**src/rtl/rau_pkg.sv**
```systemverilog
// shared types and constants for the rational arithmetic unit
`default_nettype none
package rau_pkg;
    localparam int OPERAND_BITS = 31;
    localparam int PROD_BITS = 2 * OPERAND_BITS;
    localparam int NUM_BITS = 63;
    localparam int DEN_BITS = 61;
    localparam int MAG_BITS = PROD_BITS + 1;
    localparam int CNT_BITS = $clog2(MAG_BITS + 1);

    localparam logic [2:0] OP_ADD = 3'd0;
    localparam logic [2:0] OP_SUB = 3'd1;
    localparam logic [2:0] OP_MUL = 3'd2;
    localparam logic [2:0] OP_DIV = 3'd3;
    localparam logic [2:0] OP_CMP = 3'd4;

    localparam logic [1:0] ST_OK = 2'd0;
    localparam logic [1:0] ST_ZERO_DEN = 2'd1;
    localparam logic [1:0] ST_DIV_ZERO = 2'd2;

    localparam logic [1:0] CMP_EQ = 2'd0;
    localparam logic [1:0] CMP_GT = 2'd1;
    localparam logic [1:0] CMP_LT = 2'd3;

    typedef logic signed [OPERAND_BITS-1:0] opnd_t;
    typedef logic signed [PROD_BITS:0] wide_t;
    typedef logic [MAG_BITS-1:0] mag_t;

    typedef struct packed {
        logic load;
        logic mul_a;
        logic mul_b;
        logic combine;
        logic gcd_start;
        logic gcd_step;
        logic div_start;
        logic div_step;
        logic div_sel_den;
        logic finish;
    } cmd_t;

    typedef struct packed {
        logic gcd_done;
        logic div_done;
        logic quick;
    } sts_t;
endpackage
`default_nettype wire

```
**src/rtl/rau_ctrl.sv**
```systemverilog
// sequencer for the rational arithmetic unit
`default_nettype none
module rau_ctrl
    import rau_pkg::*;
(
    input  wire logic clk,
    input  wire logic rst_n,
    input  wire logic in_fire,
    input  wire logic out_free,
    input  wire sts_t sts,
    output cmd_t      cmd,
    output logic      busy,
    output logic      done
);
    localparam logic [3:0] S_IDLE = 4'd0;
    localparam logic [3:0] S_MA   = 4'd1;
    localparam logic [3:0] S_MB   = 4'd2;
    localparam logic [3:0] S_CMB  = 4'd3;
    localparam logic [3:0] S_GCD  = 4'd4;
    localparam logic [3:0] S_DNS  = 4'd5;
    localparam logic [3:0] S_DN   = 4'd6;
    localparam logic [3:0] S_DDS  = 4'd7;
    localparam logic [3:0] S_DD   = 4'd8;
    localparam logic [3:0] S_FIN  = 4'd9;
    localparam logic [3:0] S_GS   = 4'd10;

    logic [3:0] state_reg, state_next;

    always_ff @(posedge clk or negedge rst_n)
    begin
        if (!rst_n)
            state_reg <= S_IDLE;
        else
            state_reg <= state_next;
    end

    always_comb
    begin
        cmd = '0;
        state_next = state_reg;
        case (state_reg)
            S_IDLE:
            begin
                if (in_fire)
                begin
                    cmd.load = 1'b1;
                    state_next = S_MA;
                end
            end
            S_MA:
            begin
                cmd.mul_a = 1'b1;
                state_next = S_MB;
            end
            S_MB:
            begin
                cmd.mul_b = 1'b1;
                state_next = S_CMB;
            end
            S_CMB:
            begin
                cmd.combine = 1'b1;
                state_next = sts.quick ? S_FIN : S_GS;
            end
            S_GS:
            begin
                cmd.gcd_start = 1'b1;
                state_next = S_GCD;
            end
            S_GCD:
            begin
                if (sts.gcd_done)
                    state_next = S_DNS;
                else
                    cmd.gcd_step = 1'b1;
            end
            S_DNS:
            begin
                cmd.div_start = 1'b1;
                state_next = S_DN;
            end
            S_DN:
            begin
                if (sts.div_done)
                    state_next = S_DDS;
                else
                    cmd.div_step = 1'b1;
            end
            S_DDS:
            begin
                cmd.div_start = 1'b1;
                cmd.div_sel_den = 1'b1;
                state_next = S_DD;
            end
            S_DD:
            begin
                cmd.div_sel_den = 1'b1;
                if (sts.div_done)
                    state_next = S_FIN;
                else
                    cmd.div_step = 1'b1;
            end
            S_FIN:
            begin
                if (out_free)
                begin
                    cmd.finish = 1'b1;
                    state_next = S_IDLE;
                end
            end
            default: state_next = S_IDLE;
        endcase
    end

    assign busy = (state_reg != S_IDLE);
    assign done = cmd.finish;

    a_load_idle: assert property (@(posedge clk) disable iff (!rst_n)
        cmd.load |-> state_reg == S_IDLE)
        else $error("load outside idle");
    a_fin_free: assert property (@(posedge clk) disable iff (!rst_n)
        cmd.finish |-> out_free)
        else $error("finish while output full");
    a_busy_after: assert property (@(posedge clk) disable iff (!rst_n)
        cmd.load |=> busy)
        else $error("not busy after load");
endmodule
`default_nettype wire

```
**config.mk**
```make
export PLATFORM = sky130hd
export DESIGN_NAME = rau_ctrl
export DESIGN_NICKNAME = d
export VERILOG_FILES = /design/src/rtl/rau_pkg.sv /design/src/rtl/rau_ctrl.sv
export SDC_FILE = /design/constraint.sdc
export NUM_CORES = 1
export LEC_CHECK = 0
export BUFFER_PORTS_ARGS = -buffer_cell sky130_fd_sc_hd__buf_2
export CORE_AREA = 5 5 42 44
export CTS_BUF_LIST = sky130_fd_sc_hd__clkbuf_16
export CTS_CLUSTER_SIZE = 24
export DETAILED_ROUTE_END_ITERATION = 8
export DIE_AREA = 0 0 47 49
export GPL_ROUTABILITY_DRIVEN = 0
export PLACE_DENSITY = 0.66
export SLEW_MARGIN = 10
export SYNTH_ARGS = -nofsm -noshare
export SYNTH_HDL_FRONTEND = slang
export SYNTH_SLANG_ARGS = --single-unit
```
**constraint.sdc**
```tcl
create_clock -name clk -period 1.8 [get_ports clk]
set_clock_uncertainty 0.2 [all_clocks]
set_input_delay 0.18 -clock clk [delete_from_list [all_inputs] [get_ports clk]]
set_output_delay 0.18 -clock clk [all_outputs]
set_load 0.01 [all_outputs]
```
==> flow_summary.toml <==
[run_status]
status = "finished, final reports clean"

[cells_and_area]
drive_gt1_share_pct = 47.6
fin_area_um2 = 549
ff_latch_area_um2 = 103
largest_reg_flops = 4
nets = 72
num_antenna_cells = 0
multi_input_area_um2 = 236
area.growth.synth_to_final_pct = 47.8
fill_cells = 151
final_cells = 79

[logic_synthesis]
syn-num-nets = 51
synthMuxAreaShare_pct = 5.72
ys.flop_type = "dfrtp_1"
synth-simple-area-share_pct = 47.8
syn_inst = 44
synth_warnings = 0
yosys.area.top_type = "dfrtp_1"
ys_ff_latch = 4
synth.top_cells.by_count = "5 x nand2_1, 5 x nor2_1, 4 x dfrtp_1"
synthDistinctLibCells = 25
synth_compound_area_share_pct = 9.76
yosys.area.top_type_share_pct = 26.9
synthesis.area_um2 = 372
synth_top_family_by_area = "simple AND/OR/NAND/NOR gates"
synthAdderAreaFrac_pct = 0
async_flop_share_pct = 100
avgSynthCellArea_um2 = 8.45
synth_area_leaders = "dfrtp_1 27%, nor3_2 5.4%, nand2_1 5.1%, nor2_1 5.1%, and3b_1 4.7%"
synthXorXnorAreaFrac_pct = 0
ys_seq_area_share_pct = 26.9
synth-edff-count = 0

[floorplanning]
coreArea_um2 = 1400
die_x_um = 47
dieArea_um2 = 2300
die_h_um = 49
ioPinCount = 19
initial_core_util_pct = 26.5
num_rows = 14

[placement]
numPortBuffers = 18
place_area_um2 = 460
hpwlAfterDp_um = 670
dp_cells = 75

[timing]
min_period_ns = 1.67
tns_ns = 0
fmax_mhz = 600
finalSetupViolCount = 0
tightest_slew_ns = 0.279
layout_worst_path_cycle_share_pct = 92.7
relSlewSlack_pct = 81.3
hold_viol = 0
maxSlewViolCount = 0

[power]
p_leak_uw = 0.000271
ir_drop_mv = 0.790
power_density_nw_per_um2 = 1850

[critical_path]
required_ns = 1.42
reg2reg_depth = 4
arrival_ns = 1.29
path_class = "flop to output pin"
crit_path_max_fanout = 6
crit_start = "state_reg[2]$_DFFE_PN0P_"
start_kind = "flop"
reg2reg_slack_ns = 0.35
cp-end-kind = "output pin"
critPathCapture = "cmd[2]"
r2r_start = "state_reg[2]$_DFFE_PN0P_"
r2r-end = "state_reg[0]$_DFFE_PN0P_"

[drt]
ant_nets = 0
wl_per_cell_um = 11.5
viasPerCell = 4.87
drtIter0Drc = 11
drtPass1Iterations = 4
detail_route.drc_violations = 0
drt-total-wl_um = 910
num_vias = 385

[clocking]
path_clk_slew_ns = 0.03
clockBufferDepth = 2
cts_tree = "done"
cts_buffers = 3
cts_num_sinks = 4
worstSkewPairLatency_ns = 0.22
cts_root_buffer = "clkbuf_16"
htreeDepth = 1

[global_routing]
grt_usage_pct = 8.74
grt_max_degree = 16
antenna_found_initial = 0
grt_pass1_vias = 333
grt-ovfl-total = 0
grt_pass1_wl_um = 1460

[job]
maxCapViolCount = 0

[min_path]
hp-class = "input pin to flop"
## how the worst min path moves through the flow
stage               slack (ns)  cells past startpoint    from                  endpoint
global placement         -0.21                      1   rst_n  state_reg[3]$_DFFE_PN0P_
floorplan                -0.32                      0   rst_n  state_reg[0]$_DFFE_PN0P_
finish                    0.05                      4  sts[0]  state_reg[1]$_DFFE_PN0P_
detailed placement       -0.21                      1   rst_n  state_reg[3]$_DFFE_PN0P_
CTS                       0.06                      4  sts[0]  state_reg[1]$_DFFE_PN0P_
global route              0.07                      4  sts[0]  state_reg[1]$_DFFE_PN0P_
## metrics by stage
stage | setup WS (ns) | utilization, % | hold WS (ns) | power (µW)
2_1_floorplan | 0.332 | - | -0.316 | 555
3_3_place_gp | 0.313 | 32.9 | -0.212 | 663
3_5_place_dp | 0.307 | 32.9 | -0.214 | 669
4_1_cts | 0.0618 | 38.9 | 0.0606 | 1020
5_1_grt | -0.000417 | 39.2 | 0.0741 | 1100
6_report | 0.132 | 39.2 | 0.0546 | 1010
## timing repair
action,CTS,global route
hold endpoints to repair,4,0
hold buffers,1,0
gates resized for setup,0,3
endpoints found under the setup margin,0,4
buffers inserted,0,0
## worst max-delay path: stages, from the launching register on
cell,delay [ns]
dfrtp_1,0.38
and2b_2,0.27
mux2i_1,0.09
nor3_2,0.16
buf_2,0.17
## layout make-up
class	count	share of cell area (%)
clock buffer	3	13.7
multi-input combinational	35	43.1
sequential	4	18.7
tap	16	3.64
timing repair buffer	21	21.0
## logic make-up (layout without fill, tap and decap cells)
logic type	Yosys count	in the layout
simple gates	27	27
compound gates	6	6
buf+inv	5	24
flops	4	4
mux	2	2
## layer usage
layer	track usage, %	vias up	part of all wire [%]
li1	-	197	-
met1	11.5	178	46
met2	11.5	10	47
met3	5.54	0	6.7
met4	2.76	0	0
met5	0	-	0
## cell usage in the layout, fill, tap and decap left out, types with 2 or more instances in the layout
cell and instances:
nor3_1 2, nand2b_1 2, dfrtp_1 2, a21oi_1 2, nor3_2 2, buf_4 2, nor2_1 5, clkbuf_16 3
o21ai_1 2, buf_2 18, and3b_1 2, dfrtp_2 2, nand2_1 5
## where the power goes
group | switching [µW] | internal, µW
combinational | 226 | 210
clock | 57.2 | 283
sequential | 102 | 136
total | 385 | 629
Note: power is estimated with default switching activity, not from simulation.
